**config.mk**
```make
export PLATFORM = sky130hd
export DESIGN_NAME = gbba_front
export DESIGN_NICKNAME = d
export VERILOG_FILES = /design/src/hdl/assert_macros.svh /design/src/hdl/gbba_pkg.sv /design/src/hdl/gbba_front.sv
export SDC_FILE = /design/constraint.sdc
export NUM_CORES = 1
export LEC_CHECK = 0
export ABC_CLOCK_PERIOD_IN_PS = 2000
export BUFFER_PORTS_ARGS = -buffer_cell sky130_fd_sc_hd__clkbuf_2
export CORE_MARGIN = 2
export CORE_UTILIZATION = 33
export CTS_BUF_LIST = sky130_fd_sc_hd__clkbuf_16
export CTS_CLUSTER_DIAMETER = 150
export CTS_CLUSTER_SIZE = 24
export DETAILED_ROUTE_END_ITERATION = 10
export MAX_ROUTING_LAYER = met4
export SYNTH_ARGS = -nofsm -noshare
export SYNTH_HDL_FRONTEND = slang
export SYNTH_SLANG_ARGS = --single-unit
```
**constraint.sdc**
```tcl
create_clock -name clk -period 2 [get_ports clk]
set_input_delay 0.1 -clock clk [delete_from_list [all_inputs] [get_ports clk]]
set_output_delay 0.1 -clock clk [all_outputs]
set_load 0.02 [all_outputs]
```
**src/hdl/assert_macros.svh**
```systemverilog
// Assertion macros shared by the allocator RTL
`ifndef ASSERT_MACROS_SVH
`define ASSERT_MACROS_SVH
// implication checked every edge outside reset
`define ASSERT_IMP(label, ante, cons) \
  label: assert property (@(posedge clk) disable iff (!rst_n) (ante) |-> (cons)) \
    else $error("assertion failed");
// next-cycle implication
`define ASSERT_NXT(label, ante, cons) \
  label: assert property (@(posedge clk) disable iff (!rst_n) (ante) |=> (cons)) \
    else $error("assertion failed");
`endif

```
**src/hdl/gbba_pkg.sv**
```systemverilog
// Package of types and constants for the bitmap block allocator
package gbba_pkg;
  localparam int unsigned BLK_W = 18;
  localparam int unsigned GSZ_W = 14;

  typedef enum logic [1:0] {
    REG_GROUP_SIZE    = 2'd0,
    REG_TOTAL_BLOCKS  = 2'd1,
    REG_FIRST_DATA    = 2'd2,
    REG_FREE_AT_START = 2'd3
  } cfg_reg_t;

  typedef enum logic [3:0] {
    ST_CLEAR, ST_IDLE, ST_DIV, ST_GOAL_RD, ST_GOAL_CHK, ST_SCAN_RD, ST_SCAN_CHK,
    ST_WRITE, ST_RESULT
  } eng_state_t;

  typedef struct packed {
    logic [BLK_W-1:0] goal;
  } req_t;

  typedef struct packed {
    logic [BLK_W-1:0] allocated_block;
    logic             found;
    logic [GSZ_W-1:0] group_free_left;
    logic [BLK_W-1:0] total_free_left;
  } rsp_t;
endpackage

```
**src/hdl/gbba_front.sv**
```systemverilog
// Front end: request queue between input port and allocation engine
module gbba_front import gbba_pkg::*; #(
  parameter int unsigned DEPTH = 2
) (
  input  logic clk,
  input  logic rst_n,
  input  logic in_valid,
  output logic in_ready,
  input  req_t in_req,
  output logic q_valid,
  input  logic q_pop,
  output req_t q_req
);
  localparam int unsigned AW = (DEPTH > 1) ? $clog2(DEPTH) : 1;
  req_t           buf_r [DEPTH];
  logic [AW-1:0]  wp_r, rp_r;
  logic [AW:0]    cnt_r;
  logic           push;

  assign in_ready = (cnt_r != (AW+1)'(DEPTH));
  assign push     = in_valid && in_ready;
  assign q_valid  = (cnt_r != '0);
  assign q_req    = buf_r[rp_r];

  always_ff @(posedge clk) begin
    if (push) begin
      buf_r[wp_r] <= in_req;
    end
    if (!rst_n) begin
      wp_r  <= '0;
      rp_r  <= '0;
      cnt_r <= '0;
    end else begin
      if (push) begin
        wp_r <= (wp_r == AW'(DEPTH-1)) ? '0 : wp_r + 1'b1;
      end
      if (q_pop && q_valid) begin
        rp_r <= (rp_r == AW'(DEPTH-1)) ? '0 : rp_r + 1'b1;
      end
      cnt_r <= cnt_r + (AW+1)'(push) - (AW+1)'(q_pop && q_valid);
    end
  end
endmodule

```
==> results of run 1 <==
==> power by group through the flow <==
stage | clock [uW] | combinational [uW] | sequential, uW
5_1_grt | 791 | 616 | 1110
4_1_cts | 759 | 583 | 1100
6_report | 735 | 570 | 1100
3_3_place_gp | 0 | 563 | 1110
2_1_floorplan | 0 | 417 | 1090
3_5_place_dp | 0 | 579 | 1120
==> final timing paths <==
check / start / end / cells after the start / slack [ns]
setup reg to reg: cnt_r[0] / buf_r[0][1] / 4 / 0.46
hold / removal: in_req[6] / buf_r[0][6] / 1 / 0.01
hold reg to reg: wp_r / wp_r / 2 / 0.57
setup / recovery: flip-flop / q_req[2] / 3 / 0.33
==> flip-flops by register name, indices dropped and copies added, names as in the netlist, named ones only <==
signal / count
wp_r: 1
buf_r: 36
cnt_r: 2
rp_r: 1
==> worst max-delay path, cell delays in order, from the launching register on <==
cell and delay, ns:
dfxtp_1 0.48, buf_4 0.28, mux2_2 0.37, clkbuf_2 0.16
==> layout by cell type, fill, tap and decap left out, drive strengths merged <==
cell     n
edfxtp  36
clkinv   3
a21bo    2
ha       1
a32oi    1
nand2b   2
clkbuf  46
a21boi   1
and2     3
nand3    1
nand3b   1
o21ai    2
nand2    1
and3     1
nor2     2
mux2    18
inv      1
xnor2    1
a211oi   1
mux2i    1
dfxtp    5
nor2b    1
buf      3
or2      1
==> cells by family after synthesis <==
kind of cell             Yosys count
AO/OA/AOI/OAI                      7
XOR/XNOR                           1
adder cells (fa/ha/maj)            1
buffers and inverters              3
flip-flops                        41
multiplexers                      19
AND/OR/NAND/NOR                   13
==> stage by stage <==
step | setup WS, ns | cell area, um2 | util (%) | total power [uW]
floorplan | 0.353 | 1560 | - | 1510
CTS | 0.306 | 1980 | 42.8 | 2440
global placement | 0.509 | 1840 | 39.8 | 1670
global route | 0.241 | 1980 | 42.8 | 2520
finish | 0.333 | 1980 | 42.8 | 2400
detailed placement | 0.428 | 1840 | 39.8 | 1700
==> layer usage <==
| layer | up-vias | track usage [%] | routed length [um] | part of all wire (%) |
|---|---|---|---|---|
| met1 | 432 | 12.1 | 1130 | 42 |
| met5 | - | - | 0 | 0 |
| met2 | 36 | 17.1 | 1280 | 47 |
| met3 | 8 | 5.80 | 232 | 8.6 |
| met4 | 0 | 5.56 | 51 | 1.9 |
| li1 | 422 | - | - | - |
==> cell usage after synthesis <==
cell type / number
nor2_1: 2
nand2b_1: 2
buf_6: 1
and3_1: 1
nor2b_1: 1
a21bo_1: 2
mux2_2: 17
a21boi_1: 1
xnor2_1: 1
a32oi_1: 1
o21ai_0: 1
mux2_1: 1
nand2_1: 1
ha_1: 1
dfxtp_1: 5
nand3b_1: 1
o21ai_1: 1
buf_2: 1
inv_1: 1
mux2i_1: 1
edfxtp_1: 36
or2_2: 1
nand3_1: 1
a211oi_1: 1
and2_1: 3
==> cell type report <==
cell class              instances  area [um2]
repair buffers                 44         228
fillers                       442        2650
clock buffers                   5         125
well taps                      54        67.6
multi-input cells              41         362
inverters                       1        3.75
clock inverters                 3        12.5
flip-flops and latches         41        1180
==> flow_metrics.tcl, run 1 <==
set metrics [dict create \
    ant_nets 0 \
    final.setup.tns_ns 0 \
    viasPerCell 4.75 \
    setup_viol 0 \
    antenna_found_initial 0 \
    crit_fanout 12 \
    num-nets-final 157 \
    synth_compound_area_share_pct 3.44 \
    worst_setup_path_start_kind "flip-flop" \
    skew_ns 0.00179 \
    worst_hold_path_type "in -> reg" \
    cts.clk_slew.worst_paths_ns 0.05 \
    critPathArrivalTime_ns 1.57 \
    start_util_pct 33.8 \
    grt_max_degree 19 \
    synth_cells 85 \
    p_sw_uw 662 \
    drive_gt1_share_pct 50.4 \
    finalCriticalPeriod_ns 1.67 \
    ir_drop_mv 0.476 \
    grt_pass1_wl_mm 4.13 \
    synth.area.top_cells "edfxtp_1, mux2_2, dfxtp_1, a21bo_1, and2_1" \
    syn_to_final_growth_pct 26.7 \
    cts_tree "built" \
    synth_top_family_by_area "multiplexers" \
    cts_max_level 2 \
    fmax_ghz 0.600 \
    end_kind "output pin" \
    syn_nets 108 \
    rows 25 \
    drcViolationCount 0 \
    yosysTopAreaCellShare_pct 69.2 \
    synth-simple-area-share_pct 4.72 \
    drv_slew 0 \
    synth_seq_cells 41 \
    synth.area.mux_share_pct 13.6 \
    place_inst 181 \
    hold_viol 0 \
    insertion_delay_ns 0.28 \
    synth_adder_area_share_pct 0.801 \
    synth-xor-area-share_pct 0.560 \
    crit_type "reg -> out" \
    cts_hold_buf 0 \
    core_mm2 0.00463 \
    fin_crit_sh_pct 83.3 \
    grtUsageTotal_pct 11.3 \
    hpwl_mm 1.97 \
    drt_pre_antenna_iters 4 \
    die_w_um 72.8 \
    cts_buffers 5 \
    io_buffer_count 41 \
    grt_setup_unrepaired "false" \
    synth.distinct_cells 25 \
    post_cts_resized 0 \
    synth_area_per_cell_um2 18.4 \
    clockBufferDepth 2 \
    routedWlPerCell_um 14.3 \
    vias 898 \
    die-height_um 72.8 \
    ys.warnings.count 0 \
    gp_congestion 0.707 \
    routed_wl_mm 2.70 \
    status "finished, final reports clean" \
    drtIter0Drc 18 \
    grt_pass1_vias 897 \
    cts-root-buf "clkbuf_16" \
    tightest_slew_ns 0.291 \
    num_antenna_cells 0 \
    yosysSeqAreaShare_pct 75.6 \
    p_leak_uw 0.000778 \
    p_per_area_mw_per_mm2 1210 \
    p_seq_share_pct 45.7 \
    p_sw_share_pct 27.5 \
    slew_headroom_pct 80.6 \
    ioPinCount 42 \
    overflow 0 \
    synth_area_mm2 0.00156 \
    dieArea_mm2 0.00530 \
    whs_ns 0.0111 \
    cap_violations 0 \
    clock-sinks 41 \
    intPower_uw 1740 \
    clkPwrFrac_pct 30.6 \
    worstPathRequired_ns 1.90 \
    final_cell_count_no_fill 189 \
    yosys.area.top_type "edfxtp_1" \
    postCtsSetupBuffers 0 \
    comb_power_share_pct 23.7 \
]
Note: power is estimated with default switching activity, not from simulation.
==> run 2: changes to the inputs <==
ABC_AREA = 1   (was not set)
ABC_CLOCK_PERIOD_IN_PS = 1600   (was 2000)
clock period = 1.6 ns   (was 2 ns; I/O delays follow)
==> flow_metrics.tcl, run 2 <==
set metrics [dict create \
    clockBufferDepth 2 \
    synthArstFlopShare_pct 0 \
    critical_path.cell_chain "inv_1 -> nand2_1 -> nand2_4 -> xnor2_2 -> ha_1 -> inv_1 -> nand2_1 -> nand2_1 -> nand3_1 -> nand2_1 -> nor2_1" \
    ys.warnings.count 0 \
    ir_drop_mv 0.541 \
    drive_gt1_share_pct 48.1 \
    die-height_um 73.4 \
    min_path_cells 1 \
    placed_cell_area_mm2 0.00188 \
    r2r_slack_ns 0.09 \
    synth.area.top_cells "edfxtp_1, mux2_4, dfxtp_1, mux2_2, nand2_1" \
    largest_reg_flops 36 \
    num_antenna_cells 0 \
    worst_setup_path_start_kind "flip-flop" \
    crit_fanout 6 \
    r2r-end "cnt_r[1]" \
    drv_slew 0 \
    grt_pass1_vias 971 \
    postCtsSetupBuffers 0 \
    synth_common_cells "edfxtp_1, nand2_1, mux2_4" \
    yosys.area.top_type "edfxtp_1" \
    syn_to_final_growth_pct 39.4 \
    skew_ns 0.00888 \
    vias 951 \
    routed_wl_mm 2.86 \
    start_util_pct 33.8 \
    synth_cells 92 \
    status "finished, final reports clean" \
    r2r_start "cnt_r[0]" \
    end_kind "flip-flop" \
    insertion_delay_ns 0.28 \
    synth_area_mm2 0.00159 \
    worstPathRequired_ns 1.77 \
    cts_buffers 5 \
    startpoint "cnt_r[0]" \
    setup_viol 0 \
    drtIter0Drc 11 \
    hpwl_mm 1.97 \
    crit_slowest_cell "dfxtp_2" \
    fmax_ghz 0.661 \
    p_leak_uw 0.000914 \
    grt_pass1_wl_mm 4.43 \
    fin_area_mm2 0.00221 \
    synthFlopType "edfxtp_1" \
    crit_path_max_incr_delay_ns 0.35 \
    ant_nets 0 \
    synth.distinct_cells 14 \
    gp_congestion 0.658 \
    worstHoldStart "in_req[0]" \
    fin_crit_sh_pct 94.6 \
    routedWlPerCell_um 13.2 \
    drcViolationCount 0 \
    p_per_area_mw_per_mm2 1580 \
    antenna_found_initial 0 \
    path_delay_family "simple AND/OR/NAND/NOR gates" \
    tightest_slew_ns 0.191 \
    core_mm2 0.00469 \
    reg.largest.list "buf_r x36, cnt_r x2" \
    crit_type "reg -> reg" \
    cts_tree "built" \
    crit_buf_inv 2 \
    dp_slack_ns 0.0362 \
    synth_seq_cells 41 \
    cts_max_level 2 \
    setup_slack_ns 0.0862 \
    min_to "buf_r[1][0]" \
    cts-root-buf "clkbuf_16" \
    synth_area_per_cell_um2 17.3 \
    yosysSeqAreaShare_pct 74.4 \
    worst_hold_path_type "in -> reg" \
    synth.most_common_cell "edfxtp_1" \
    dieArea_mm2 0.00538 \
    drt_pre_antenna_iters 2 \
    synth_edf_count 36 \
    regMostFlops "buf_r" \
    ioPinCount 42 \
    overflow 0 \
    rows 25 \
    yosysTopAreaCellShare_pct 68.1 \
    num-nets-final 184 \
    mostFrequentLayoutCell "clkbuf_2" \
    io_buffer_count 41 \
    syn_nets 115 \
    critPathArrivalTime_ns 1.68 \
    final_cell_mix "clkbuf_2, edfxtp_1, dlygate4sd3_1" \
    cap_violations 0 \
    finalCriticalPeriod_ns 1.51 \
    viasPerCell 4.40 \
    hold_viol 0 \
    slew_headroom_pct 87.2 \
    grt_max_degree 14 \
    cpMostUsedCell "nand2_1" \
    rr_worst_depth 11 \
    grtUsageTotal_pct 11.9 \
    die_w_um 73.4 \
    clock-sinks 41 \
    cts.clk_slew.worst_paths_ns 0.06 \
]
[run 2: cell families (layout without fill, tap and decap cells)]
logic type	after synthesis	in the layout	synth area share, %
AO/OA/AOI/OAI	1	1	0.315
XOR/XNOR	1	1	0.552
adder cells (fa/ha/maj)	1	1	0.788
buffers and inverters	9	79	3.63
flip-flops	41	41	74.4
multiplexers	18	18	15.1
AND/OR/NAND/NOR	21	21	5.20
[run 2: timing repair]
item / 4_1_cts / 5_1_grt
hold buffers: 15 / 2
resized for setup: 0 / 6
hold endpoints to repair: 30 / 4
endpoints found under the setup margin: 0 / 1
[run 2: area by class of cell]
cell class              instances  area [um2]
flip-flops and latches         41        1180
multi-input cells              42         377
fillers                       433        2480
repair buffers                 64         420
well taps                      54        67.6
inverters                       7        26.3
clock inverters                 3        15.0
clock buffers                   5         125
[run 2: worst max-delay path by stage]
| stage | to | slack, ns | depth (start not counted) |
|---|---|---|---|
| 5_1_grt | cnt_r[1] | -0.01 | 10 |
| 4_1_cts | cnt_r[1] | 0.02 | 11 |
| 6_report | cnt_r[1] | 0.09 | 11 |
| 3_5_place_dp | cnt_r[1] | 0.04 | 11 |
| 3_3_place_gp | cnt_r[1] | 0.24 | 11 |
| 2_1_floorplan | buf_r[1][0] | -0.06 | 4 |
[run 2: stage by stage]
step           setup TNS, ns  utilization [%]  power, uW  hold WS (ns)  cells
5_1_grt              -0.0147             47.2       3680       0.00679    216
4_1_cts                    0             46.2       3480      0.000295    214
3_5_place_dp               0             40.1       2500         0.276    191
3_3_place_gp               0             40.1       2460         0.271    191
6_report                   0             47.2       3490       0.00414    216
2_1_floorplan          -1.87                -       2200         0.173     92
[run 2: metal layers]
layer / GRT usage [%] / vias to the layer above / part of all wire, %
li1: - / 466 / -
met1: 12.1 / 448 / 40
met2: 20.3 / 30 / 53
met3: 4.25 / 7 / 4.9
met4: 5.45 / 0 / 2.1
met5: - / - / 0
[run 2: where the power goes]
part           switching [uW]  leakage (uW)  internal, uW
Clock                     373     0.0000687           566
Sequential               66.6      0.000378          1370
Combinational             640      0.000468           480
Total                    1080      0.000914          2410
==> run 3: changes to the inputs <==
CTS_BUF_LIST = sky130_fd_sc_hd__clkbuf_4 sky130_fd_sc_hd__clkbuf_8 sky130_fd_sc_hd__clkbuf_16   (was sky130_fd_sc_hd__clkbuf_16)
GPL_TIMING_DRIVEN = 0   (was not set)
HOLD_SLACK_MARGIN = 0.06   (was not set)
==> flow_metrics.tcl, run 3 (synthesized netlist as in run 2, its figures left out) <==
set metrics [dict create \
    end_kind "flip-flop" \
    worstPathRequired_ns 1.78 \
    insertion_delay_ns 0.29 \
    fillerInstances 435 \
    ioPinCount 42 \
    clock-sinks 41 \
    r2r_slack_ns 0.12 \
    multi_input_area_um2 384 \
    core_mm2 0.00469 \
    clockBufferDepth 2 \
    overflow 0 \
    grt_pass1_vias 909 \
    io_buffer_count 41 \
    antenna_found_initial 0 \
    post-route-util_pct 47.2 \
    routedWlPerCell_um 12.4 \
    slew_headroom_pct 62.3 \
    regMostFlops "buf_r" \
    largest_reg_flops 36 \
    p_per_area_mw_per_mm2 1460 \
    crit_buf_inv 1 \
    cts-root-buf "clkbuf_8" \
    cap_violations 0 \
    rr_worst_depth 10 \
    critPathArrivalTime_ns 1.67 \
    setup_viol 0 \
    crit_path_max_incr_delay_ns 0.34 \
    fin_crit_sh_pct 92.8 \
    setup_slack_ns 0.116 \
    skew_ns 0.00225 \
    cts_tree "built" \
    cts.clk_slew.worst_paths_ns 0.08 \
    drt_pre_antenna_iters 4 \
    cts_max_level 2 \
    drtIter0Drc 43 \
    routed_wl_mm 2.67 \
    grtUsageTotal_pct 10.5 \
    worst_setup_path_start_kind "flip-flop" \
    mostFrequentLayoutCell "clkbuf_2" \
    drv_slew 0 \
    path_delay_family "simple AND/OR/NAND/NOR gates" \
    rows 25 \
    crit_slowest_cell "dfxtp_1" \
    p_leak_uw 0.000900 \
    status "finished, final reports clean" \
    r2r-end "cnt_r[1]" \
    hold_viol 0 \
    ant_nets 0 \
    vias 943 \
    gp_congestion 0.647 \
    drive_gt1_share_pct 47.5 \
    grt_pass1_wl_mm 3.88 \
    final_cell_mix "clkbuf_2, edfxtp_1, dlygate4sd3_1" \
    ir_drop_mv 0.773 \
    worst_hold_path_type "in -> reg" \
    worst-path-stages 10 \
    die-height_um 73.4 \
    critical_path.cell_chain "nor2_1 -> nor2_4 -> xnor2_2 -> ha_1 -> inv_1 -> nand2_1 -> nand2_1 -> nand3_1 -> nand2_1 -> nor2_1" \
    finalCriticalPeriod_ns 1.48 \
    num_antenna_cells 0 \
    fin_total_pwr_uw 3240 \
    fmax_ghz 0.674 \
    cp-endpoint "cnt_r[1]" \
    dieArea_mm2 0.00538 \
    grt_max_degree 20 \
    viasPerCell 4.37 \
    hpwl_mm 1.80 \
    num-nets-final 184 \
    cts_buffers 5 \
    start_util_pct 33.8 \
    cpMostUsedCell "nand2_1" \
    grt_setup_unrepaired "false" \
    syn_to_final_growth_pct 39.4 \
    crit_fanout 5 \
    dp_slack_ns -0.297 \
    seq_area_mm2 0.00118 \
    reg.largest.list "buf_r x36, cnt_r x2" \
    startpoint "cnt_r[1]" \
    whs_ns 0.203 \
    drcViolationCount 0 \
    crit_type "reg -> reg" \
    tightest_slew_ns 0.565 \
    r2r_start "cnt_r[1]" \
    die_w_um 73.4 \
]
==> run 3: changes by cell type in the layout (fill, tap and decap cells not counted), sizes merged <==
cell | previous run | this run
buf | 6 | 4
dlygate4sd3 | 17 | 19
clkinv | 1 | 2
inv | 8 | 7
==> run 3: timing repair <==
item | CTS | global route
resized for setup | 3 | 4
hold endpoints to repair | 39 | 0
setup buffers | 2 | 0
hold buffers | 19 | 0
endpoints found under the setup margin | 37 | 2
pin swaps | 1 | 0
==> run 3: worst min path at each step <==
stage / startpoint / endpoint / slack (ns) / cells past startpoint
2_1_floorplan: rst_n / cnt_r[0] / 0.17 / 2
3_3_place_gp: in_req[6] / buf_r[0][6] / 0.27 / 1
3_5_place_dp: in_req[16] / buf_r[0][16] / 0.28 / 1
4_1_cts: q_pop / cnt_r[1] / 0.20 / 5
5_1_grt: in_valid / wp_r / 0.22 / 5
6_report: in_valid / wp_r / 0.20 / 5
==> run 3: power breakdown <==
group	internal (uW)	total [uW]	switching [uW]
clock	301	648	347
combinational	530	1160	635
sequential	1370	1430	61.6
total	2200	3240	1040
==> run 3: area by class of cell <==
cell class                      count  share of cell area, %
Buffer                              2                   1.41
Multi-Input combinational cell     42                   17.4
Inverter                            7                   1.19
Sequential cell                    41                   53.4
Tap cell                           54                   3.05
Clock inverter                      3                  0.791
Clock buffer                        5                   3.11
Timing Repair Buffer               62                   19.7
==> run 3: per-stage QoR <==
step | cells | setup TNS [ns] | area (um2)
floorplan | 92 | -1.87 | 1590
global placement | 187 | -8.43 | 1870
detailed placement | 187 | -10.06 | 1870
CTS | 216 | 0 | 2190
global route | 216 | 0 | 2210
finish | 216 | 0 | 2210
==> run 3: worst min-delay path: cells and delay by family <==
family / cells / cell delay [ns]
buf+inv: 1 / 0.10
simple gates: 4 / 0.27
==> run 3: metal layers <==
metal | up-vias | track usage [%] | part of all wire (%)
met1 | 447 | 9.78 | 41
met4 | 0 | 5.45 | 1.2
met5 | - | - | 0
met3 | 2 | 4.53 | 5.3
met2 | 32 | 18.0 | 53
li1 | 462 | - | -
